`config.mk`:
```
export PLATFORM = sky130hd
export DESIGN_NAME = sta_datapath
export DESIGN_NICKNAME = d
export VERILOG_FILES = /design/src/rtl/sta_pkg.sv /design/src/rtl/sta_ram.sv /design/src/rtl/sta_datapath.sv
export SDC_FILE = /design/constraint.sdc
export NUM_CORES = 2
export LEC_CHECK = 0
export ABC_AREA = 0
export BUFFER_PORTS_ARGS = -buffer_cell sky130_fd_sc_hd__buf_2
export CAP_MARGIN = 20
export CELL_PAD_IN_SITES_DETAIL_PLACEMENT = 0
export CELL_PAD_IN_SITES_GLOBAL_PLACEMENT = 1
export CORE_MARGIN = 8
export CORE_UTILIZATION = 51
export DETAILED_ROUTE_END_ITERATION = 12
export PLACE_DENSITY = 0.82
export SETUP_SLACK_MARGIN = 0.15
export SLEW_MARGIN = 15
export SYNTH_ARGS = -nofsm -noshare
export SYNTH_HDL_FRONTEND = slang
export SYNTH_HIERARCHICAL = 1
export SYNTH_SLANG_ARGS = --single-unit
```
`constraint.sdc`:
```
create_clock -name clk -period 7.65 [get_ports clk]
set_input_delay 0.765 -clock clk [delete_from_list [all_inputs] [get_ports clk]]
set_output_delay 0.765 -clock clk [all_outputs]
set_load 0.01 [all_outputs]
```
`src/rtl/sta_pkg.sv`:
```
// Shared constants, codes and types for the slot table allocator.
package sta_pkg;

    localparam int DEPTH     = 64;
    localparam int SLOT_W    = $clog2(DEPTH);
    localparam int CNT_W     = 7;
    localparam int IN_IDX_W  = 10;
    localparam int VAL_W     = 64;
    localparam int MODE_W    = 2;
    localparam int STATUS_W  = 3;

    // operation codes
    localparam logic [MODE_W-1:0] MODE_APPEND = 2'd0;
    localparam logic [MODE_W-1:0] MODE_SET    = 2'd1;
    localparam logic [MODE_W-1:0] MODE_GET    = 2'd2;
    localparam logic [MODE_W-1:0] MODE_DELETE = 2'd3;

    // status codes
    localparam logic [STATUS_W-1:0] STATUS_OK    = 3'd0;
    localparam logic [STATUS_W-1:0] STATUS_RANGE = 3'd1;
    localparam logic [STATUS_W-1:0] STATUS_EMPTY = 3'd2;
    localparam logic [STATUS_W-1:0] STATUS_FULL  = 3'd3;
    localparam logic [STATUS_W-1:0] STATUS_ZERO  = 3'd4;

    // command group from controller to datapath
    typedef struct packed {
        logic capture;
        logic execute;
    } sta_cmd_t;

endpackage

```
`src/rtl/sta_ram.sv`:
```
// Generic single-write, single-read RAM with registered read data.
module sta_ram #(
    parameter int WIDTH = 64,
    parameter int DEPTH = 64
) (
    input  logic                     clk,
    input  logic                     we,
    input  logic [$clog2(DEPTH)-1:0] waddr,
    input  logic [WIDTH-1:0]         wdata,
    input  logic [$clog2(DEPTH)-1:0] raddr,
    output logic [WIDTH-1:0]         rdata
);

    logic [WIDTH-1:0] mem_reg [DEPTH];
    logic [WIDTH-1:0] rdata_reg;

    // write port and registered read port
    always_ff @(posedge clk)
    begin
        if (we)
        begin
            mem_reg[waddr] <= wdata;
        end
        rdata_reg <= mem_reg[raddr];
    end

    assign rdata = rdata_reg;

endmodule

```
`src/rtl/sta_datapath.sv`:
```
// Datapath: occupancy bits, free slot search, count, entry RAM and result registers.
module sta_datapath
    import sta_pkg::*;
(
    input  logic                clk,
    input  logic                rst_n,
    input  sta_cmd_t            cmd,
    input  logic                cfg_wr_en,
    input  logic [CNT_W-1:0]    cfg_wr_data,
    input  logic [MODE_W-1:0]   mode,
    input  logic [IN_IDX_W-1:0] slot_index,
    input  logic [VAL_W-1:0]    entry_value,
    output logic [STATUS_W-1:0] status,
    output logic [SLOT_W-1:0]   slot_out,
    output logic [VAL_W-1:0]    read_value,
    output logic [CNT_W-1:0]    occupied_count
);

    logic [MODE_W-1:0]   mode_reg;
    logic [IN_IDX_W-1:0] idx_reg;
    logic [VAL_W-1:0]    val_reg;
    logic [CNT_W-1:0]    size_reg;
    logic [DEPTH-1:0]    occ_reg;
    logic [DEPTH-1:0]    occ_next;
    logic [CNT_W-1:0]    count_reg;
    logic [CNT_W-1:0]    count_next;
    logic [STATUS_W-1:0] status_reg;
    logic [STATUS_W-1:0] status_next;
    logic [SLOT_W-1:0]   slot_reg;
    logic [SLOT_W-1:0]   slot_next;
    logic [VAL_W-1:0]    read_reg;
    logic [VAL_W-1:0]    read_next;

    logic [CNT_W-1:0]    eff_size;
    logic [DEPTH-1:0]    in_use;
    logic [DEPTH-1:0]    free_mask;
    logic                found;
    logic [SLOT_W-1:0]   free_idx;
    logic                in_range;
    logic [SLOT_W-1:0]   tgt;
    logic                ram_we;
    logic [SLOT_W-1:0]   ram_waddr;
    logic [VAL_W-1:0]    ram_wdata;
    logic [VAL_W-1:0]    ram_rdata;

    // entry store; read address follows the slot index at the transfer edge
    sta_ram #(
        .WIDTH (VAL_W),
        .DEPTH (DEPTH)
    ) u_entry_ram (
        .clk   (clk),
        .we    (ram_we),
        .waddr (ram_waddr),
        .wdata (ram_wdata),
        .raddr (slot_index[SLOT_W-1:0]),
        .rdata (ram_rdata)
    );

    // saturate size and build the in-use mask
    always_comb
    begin
        eff_size = (size_reg > CNT_W'(DEPTH)) ? CNT_W'(DEPTH) : size_reg;
        for (int i = 0; i < DEPTH; i++)
        begin
            in_use[i] = (CNT_W'(i) < eff_size);
        end
        free_mask = ~occ_reg & in_use;
    end

    // priority encode the lowest free slot
    always_comb
    begin
        found    = 1'b0;
        free_idx = '0;
        for (int i = DEPTH - 1; i >= 0; i--)
        begin
            if (free_mask[i])
            begin
                found    = 1'b1;
                free_idx = SLOT_W'(i);
            end
        end
    end

    assign tgt      = idx_reg[SLOT_W-1:0];
    assign in_range = (idx_reg < {{(IN_IDX_W-CNT_W){1'b0}}, eff_size});

    // execute the operation
    always_comb
    begin
        status_next = STATUS_OK;
        slot_next   = tgt;
        read_next   = '0;
        occ_next    = occ_reg;
        count_next  = count_reg;
        ram_we      = 1'b0;
        ram_waddr   = tgt;
        ram_wdata   = val_reg;
        unique case (mode_reg)
            MODE_APPEND:
            begin
                slot_next = '0;
                if (val_reg == '0)
                begin
                    status_next = STATUS_ZERO;
                end
                else if (count_reg >= eff_size || !found)
                begin
                    status_next = STATUS_FULL;
                end
                else
                begin
                    ram_we             = 1'b1;
                    ram_waddr          = free_idx;
                    occ_next[free_idx] = 1'b1;
                    count_next         = count_reg + CNT_W'(1);
                    slot_next          = free_idx;
                end
            end
            MODE_SET:
            begin
                if (!in_range)
                begin
                    status_next = STATUS_RANGE;
                end
                else
                begin
                    ram_we = 1'b1;
                    if (val_reg == '0)
                    begin
                        if (occ_reg[tgt])
                        begin
                            occ_next[tgt] = 1'b0;
                            count_next    = count_reg - CNT_W'(1);
                        end
                    end
                    else if (!occ_reg[tgt])
                    begin
                        occ_next[tgt] = 1'b1;
                        count_next    = count_reg + CNT_W'(1);
                    end
                end
            end
            MODE_GET:
            begin
                if (!in_range)
                begin
                    status_next = STATUS_RANGE;
                end
                else if (occ_reg[tgt])
                begin
                    read_next = ram_rdata;
                end
                else
                begin
                    status_next = STATUS_EMPTY;
                end
            end
            MODE_DELETE:
            begin
                if (!in_range)
                begin
                    status_next = STATUS_RANGE;
                end
                else if (!occ_reg[tgt])
                begin
                    status_next = STATUS_EMPTY;
                end
                else
                begin
                    ram_we        = 1'b1;
                    ram_wdata     = '0;
                    occ_next[tgt] = 1'b0;
                    count_next    = count_reg - CNT_W'(1);
                end
            end
            default:
            begin
                status_next = STATUS_OK;
            end
        endcase
        ram_we = ram_we && cmd.execute;
    end

    // capture the input transfer and register the result of execute
    always_ff @(posedge clk)
    begin
        if (cmd.capture)
        begin
            mode_reg <= mode;
            idx_reg  <= slot_index;
            val_reg  <= entry_value;
        end
        if (cmd.execute)
        begin
            status_reg <= status_next;
            slot_reg   <= slot_next;
            read_reg   <= read_next;
        end
    end

    // advance occupancy, count and size register
    always_ff @(posedge clk or negedge rst_n)
    begin
        if (!rst_n)
        begin
            occ_reg   <= '0;
            count_reg <= '0;
            size_reg  <= CNT_W'(DEPTH);
        end
        else
        begin
            if (cmd.execute)
            begin
                occ_reg   <= occ_next;
                count_reg <= count_next;
            end
            if (cfg_wr_en)
            begin
                size_reg <= cfg_wr_data;
            end
        end
    end

    assign status         = status_reg;
    assign slot_out       = slot_reg;
    assign read_value     = read_reg;
    assign occupied_count = count_reg;

    // the running count always matches the occupancy bits
    a_count_bits: assert property (@(posedge clk) disable iff (!rst_n)
        CNT_W'($countones(occ_reg)) == count_reg)
        else $error("occupied count out of step with occupancy bits");
    a_count_max: assert property (@(posedge clk) disable iff (!rst_n)
        count_reg <= CNT_W'(DEPTH))
        else $error("occupied count above depth");
    a_stable_idle: assert property (@(posedge clk) disable iff (!rst_n)
        !cmd.execute |=> $stable(occ_reg))
        else $error("occupancy changed outside execute");

endmodule

```
# Yosys cells after proc, flatten, opt, wreduce, memory -nomap -nowiden
# Memory sizes are Yosys's and may differ from the RTL's. A register that Yosys moved wholly into a read port is not among the register bits.
# Index checks and enable logic that the tools add are counted.
[word_totals] inputBits=88 memories=1 reg_bits=227 ram_bits=4096
[mem_list] memory="u_entry_ram.mem_reg" depth=64 width=64 rd=1 rd_ports_with_merged_regs=1 wr=1 line="sta_ram.sv:14" text="logic [WIDTH-1:0] mem_reg [DEPTH];"
[classes] order_cmp=71 n_mux=174 n_addsub=2 eq_ne=8 bitwise=6 n_reduce_logical=11
[ops] op="$mux W64" count=10
[ops] op="$mux W6" count=70
[ops] op="$lt A6 B7 Y1 const A" count=32
[ops] op="$pmux W64 S3" count=1
[ops] op="$and A64 B64 Y64" count=2
[ops] op="$not A64 Y64" count=2
[ops] op="$or A64 B64 Y64" count=2
[ops] op="$lt A5 B7 Y1 const A" count=16
[ops] op="$mux W1" count=75
[ops] op="$logic_not A64 Y1" count=1
[ops] op="$lt A4 B7 Y1 const A" count=8
[ops] op="$mux W7" count=8
[ops] op="$lt A3 B7 Y1 const A" count=4
[ops] op="$pmux W7 S3" count=1
[ops] op="$lt A1 B7 Y1 const A" count=2
[ops] op="$lt A2 B7 Y1 const A" count=2
[ops] op="$lt A6 B7 Y1 const B" count=2
[ops] op="$demux W1 S6" count=2
[ops] op="$ge A6 B1 Y1 const B" count=2
[ops] op="$lt A10 B7 Y1" count=1
[ops] op="$pmux W3 S3" count=1
[ops] op="$ne A2 B2 Y1 const B" count=4
[ops] op="$add A7 B1 Y7 const B" count=1
[ops] op="$ge A7 B7 Y1" count=1
[ops] op="17 further kinds" count=22

# Logic depth before layout (Yosys ltp)
[depth] ltp_word=76 mapped_depth=21 ltp_nobuf=15

# Cells and area by module
# The synthesis kept the hierarchy.
[modules_own_cells] mod="sta_ram" instances=1 cells_per_inst=6598 area_each_um2=156344.9
[modules_own_cells] mod="sta_datapath" instances=1 cells_per_inst=1245 area_each_um2=12976.2

# Worst setup path after synthesis
# Ideal clock, no wire load.
[synth_timing] path_type="flip-flop to flip-flop" startpoint="register size_reg[6]" endpoint="memory u_entry_ram.mem_reg[49][0], enable pin" synth_period_minus_slack_ps=8305 t_required_ps=7086 setup_slack_ps=-655 path_buffers=5 path_stages_with_launch=20 setup_time_ps=564 arrival_time_ps=7741 cell_sequence="dfstp_2 -> buf_6 -> buf_8 -> inv_1 -> buf_2 -> buf_2 -> nand2_1 -> ha_1 -> a21o_1 -> a21o_1 -> a21oi_1 -> o21ai_0 -> a21oi_1 -> and2_0 -> clkbuf_1 -> nand2_1 -> o21ai_0 -> nor2b_1 -> nand4_1 -> nor3_1"
[synth_lines] item="start, declared" line="sta_datapath.sv:22" text="logic [CNT_W-1:0] size_reg;"
[synth_lines] item="start signal, assigned" line="sta_datapath.sv:209" text="size_reg <= CNT_W'(DEPTH);"
[synth_lines] item="start signal, assigned" line="sta_datapath.sv:220" text="size_reg <= cfg_wr_data;"
[synth_lines] item="$gt A7 B7 Y1" line="sta_datapath.sv:62" text="eff_size = (size_reg > CNT_W'(DEPTH)) ? CNT_W'(DEPTH) : size_reg;"
[synth_lines] item="$mux W7 (*)" line="sta_datapath.sv:62"
[synth_lines] item="$lt A6 B7 Y1" line="sta_datapath.sv:65" text="in_use[i] = (CNT_W'(i) < eff_size);"
[synth_lines] item="$and A64 B64 Y64" line="sta_datapath.sv:67" text="free_mask = ~occ_reg & in_use;"
[synth_lines] item="$mux W1 (64 in a row)" line="sta_datapath.sv:77" text="if (free_mask[i])"
[synth_lines] item="$logic_not A1 Y1" line="sta_datapath.sv:107" text="else if (count_reg >= eff_size || !found)"
[synth_lines] item="$logic_or A1 B1 Y1" line="sta_datapath.sv:107"
[synth_lines] item="$mux W6 (*)" line="sta_datapath.sv:107"
[synth_lines] item="$mux W6 (*)" line="sta_datapath.sv:103" text="if (val_reg == '0)"
[synth_lines] item="$mux W6 (*)" line="sta_datapath.sv:99" text="unique case (mode_reg)"
[synth_lines] item="net ram_waddr[4]" line="sta_datapath.sv:42" text="logic [SLOT_W-1:0] ram_waddr;"
[synth_lines] item="end, declared" line="sta_ram.sv:14"
# Mark *: on every way through the listed nets, which the timed path passes. The rest lies on a longest branch.

# Worst setup path after layout
[layout_timing] startpoint="register size_reg[6]" endpoint="memory u_entry_ram.mem_reg[48][43], enable pin"
# The elaborated chain is that of the path after synthesis.

==> results by group <==
Run status
  – Outcome: finished clean

Clock network
  – Root Buffer: clkbuf_16
  – Clock tree buffer depth: 4
  – Clock slew at reported path FFs: 60 ps
  – Worst-Skew Late Latency: 990 ps
  – # clock sinks: 4,387
  – CTS Buf Count: 417
  – Setup Buffers After CTS: 0
  – H-tree depth: 5
  – CTS tree: built

Worst setup path
  – CP Launch Type: register
  – Critical path type: reg -> reg
  – CP required: 8210 ps
  – Critical path data arrival time: 7330 ps
  – Crit path max fanout: 47
  – Crit. End Element: register

Floorplanning
  – Initial Utilization: 51.3%
  – Die height: 592 µm
  – Core Region: 330,000 µm²
  – Die area: 351,000 µm²
  – Die width: 592 µm
  – # rows: 211
  – Ports: 168

Detailed routing
  – DR WL met2: 219,000 µm
  – Number of vias per cell: 6.69
  – Met3 Wirelength: 58,600 µm
  – Post-DRT Antenna Nets: 0
  – Drt wl/cell: 35.4 µm
  – # DRC: 0
  – Initial DRC count: 13,100
  – Total Wirelength: 465,000 µm
  – Via count: 87,900
  – Met1 WL: 165,000 µm
  – Drt pass-1 iters: 6
  – Top Layer Used: met5

Cells and area
  – Commonest non-fill, non-tap cell in the layout: edfxtp_1
  – Largest register FFs: 4,096
  – Fin cells: 13,100
  – Most frequent cells in the layout: 4,245 x edfxtp_1, 1,036 x mux4_2, 421 x clkbuf_16
  – Area delta synth->final: 13.8%
  – Nets: 8,504
  – Share of layout cells above drive strength 1: 26.8%

Yosys
  – Synthesis-stage register bit count: 4,387
  – Ys Warns: 6
  – Predominant post-synthesis flop cell: edfxtp_1
  – Post-Syn Area: 169,000 µm²
  – Syn nets: 7,946
  – Post-synthesis sequential area ratio: 77.2%
  – Syn Area/Cell: 21.6 µm²
  – Synth cell types: 97
  – Async SR Flop Fraction: 1.78%
  – Cells after Synth: 7,843
  – Post-synth EDFFs: 4,245

STA
  – Final Hold Fails: 0
  – Worst clock skew: 105 ps
  – Period utilisation layout: 88.5%
  – Post-route minimum period: 6770 ps
  – Hold Slack: 68.7 ps
  – RSZ-0062 raised after global routing: false
  – Fmax: 0.148 GHz
  – Slew HR: 19.3%
  – Worst-Margin Slew: 1190 ps
  – Slew Limit Fails: 0
  – TNS Setup: 0 ps
  – Setup violations, final: 0

Place
  – Gpl congestion: 0.903
  – Port Buf Inserts: 167
  – Post-DP HPWL: 277,000 µm
  – Placed cells: 12,300

Power and ir drop
  – P per Cell Area: 262 nW/µm²
  – Peak supply drop: 0.232 mV
  – Total power: 50.5 mW
  – P_leak: 60.8 nW

Global route
  – Vias in the first global route: 86,900
  – GRT overflow: 0
  – Largest net degree at the start of global routing: 124
  – First-pass GRT wire length: 654,000 µm
  – Initial antenna violation count: 25
  – Global Route Usage Sum: 26.0%

Worst hold path
  – Type of the worst min-delay path: in -> reg

Flow run
  – Max cap viols: 0
[final cells by class]
class                      count  area [µm²]
tap                         4366        5460
clock buffer                 526       11000
fill                       22600      138000
multi-input combinational   2968       37000
timing repair buffer         583        5820
sequential                  4387      131000
inverter                      44         165
antenna                       10        25.0
clock inverter               249        2410
[metal layers]
metal / vias to the layer above / track usage (%)
li1: 34400 / -
met1: 46000 / 35.6
met2: 6586 / 41.1
met3: 933 / 6.06
met4: 14 / 10.1
met5: - / 0.246
[power breakdown]
group | internal [mW] | switching [mW] | total (mW) | leakage (nW)
sequential | 26.7 | 0.142 | 26.9 | 39.8
clock | 11.4 | 8.93 | 20.4 | 6.51
combinational | 0.989 | 2.28 | 3.27 | 14.4
total | 39.2 | 11.3 | 50.5 | 60.8
[synthesized netlist by cell type (all sizes together), types with 27 or more instances]
master	number	area, µm²
edfxtp	4245	127000
a22o	91	797
nor2	158	601
dfxtp	64	1280
nand4	27	175
nand2	125	472
clkbuf	191	717
a22oi	201	1510
a41oi	31	272
nor2b	43	269
and3	76	475
nor4	31	239
nand3	115	576
a211oi	87	653
o21ai	123	623
or3	41	257
inv	42	158
dfrtp	77	1930
a31oi	33	206
buf	253	1440
mux2i	140	1400
o221ai	39	342
or2	34	213
a21oi	58	298
mux4	1036	23300
o22ai	85	532
and2	145	907
[worst max-delay path: stages (launching register included)]
cell	delay, ps
dfstp_2	970
nand4b_1	620
a211oi_1	220
nor4_1	600
nand3_1	270
nor4_1	500
buf_4	220
a21oi_1	100
and2_0	200
buf_4	180
o21ai_0	910
nor2b_1	350
nand4b_1	430
nor3_4	410
buf_12	320
[cells by family (layout without fill, tap and decap cells)]
logic type | after synthesis | in the layout | synth area share, %
other | 0 | 10 | 0
XOR/XNOR | 6 | 6 | 0.0310
adder cells (fa/ha/maj) | 17 | 17 | 0.123
buffers and inverters | 488 | 1402 | 1.37
multiplexers | 1185 | 1185 | 14.7
AND/OR/NAND/NOR | 880 | 880 | 2.83
AO/OA/AOI/OAI | 880 | 880 | 3.78
flip-flops | 4387 | 4387 | 77.2
[repair_timing]
item | 4_1_cts | 5_1_grt
gates resized for setup | 0 | 0
hold endpoints to repair | 98 | 0
hold buffers | 71 | 0
[per-stage QoR]
step	util (%)	worst slack [ps]	instance area, µm²
floorplan	-	914	169000
global route	58.3	673	193000
CTS	58.3	1150	193000
global placement	54.0	1120	178000
detailed placement	54.0	1220	178000
finish	58.3	878	193000
[worst paths after layout]
path	slack, ps	cells past startpoint	end	from
setup / recovery	880	14	u_entry_ram/mem_reg[48][43]$_DFFE_PP_	size_reg[6]$_DFFE_PN1P_
hold / removal	70	3	size_reg[2]$_DFFE_PN0P_	cfg_wr_data[2]
setup reg to reg	880	14	u_entry_ram/mem_reg[48][43]$_DFFE_PP_	size_reg[6]$_DFFE_PN1P_
hold reg to reg	500	1	read_value[32]$_SDFFCE_PN0P_	u_entry_ram/rdata[32]$_DFF_P_
max in group asynchronous	6210	3	occ_reg[7]$_DFFE_PN0P_	rst_n
min in group asynchronous	380	2	occ_reg[54]$_DFFE_PN0P_	rst_n
Note: power is estimated with default switching activity, not from simulation.
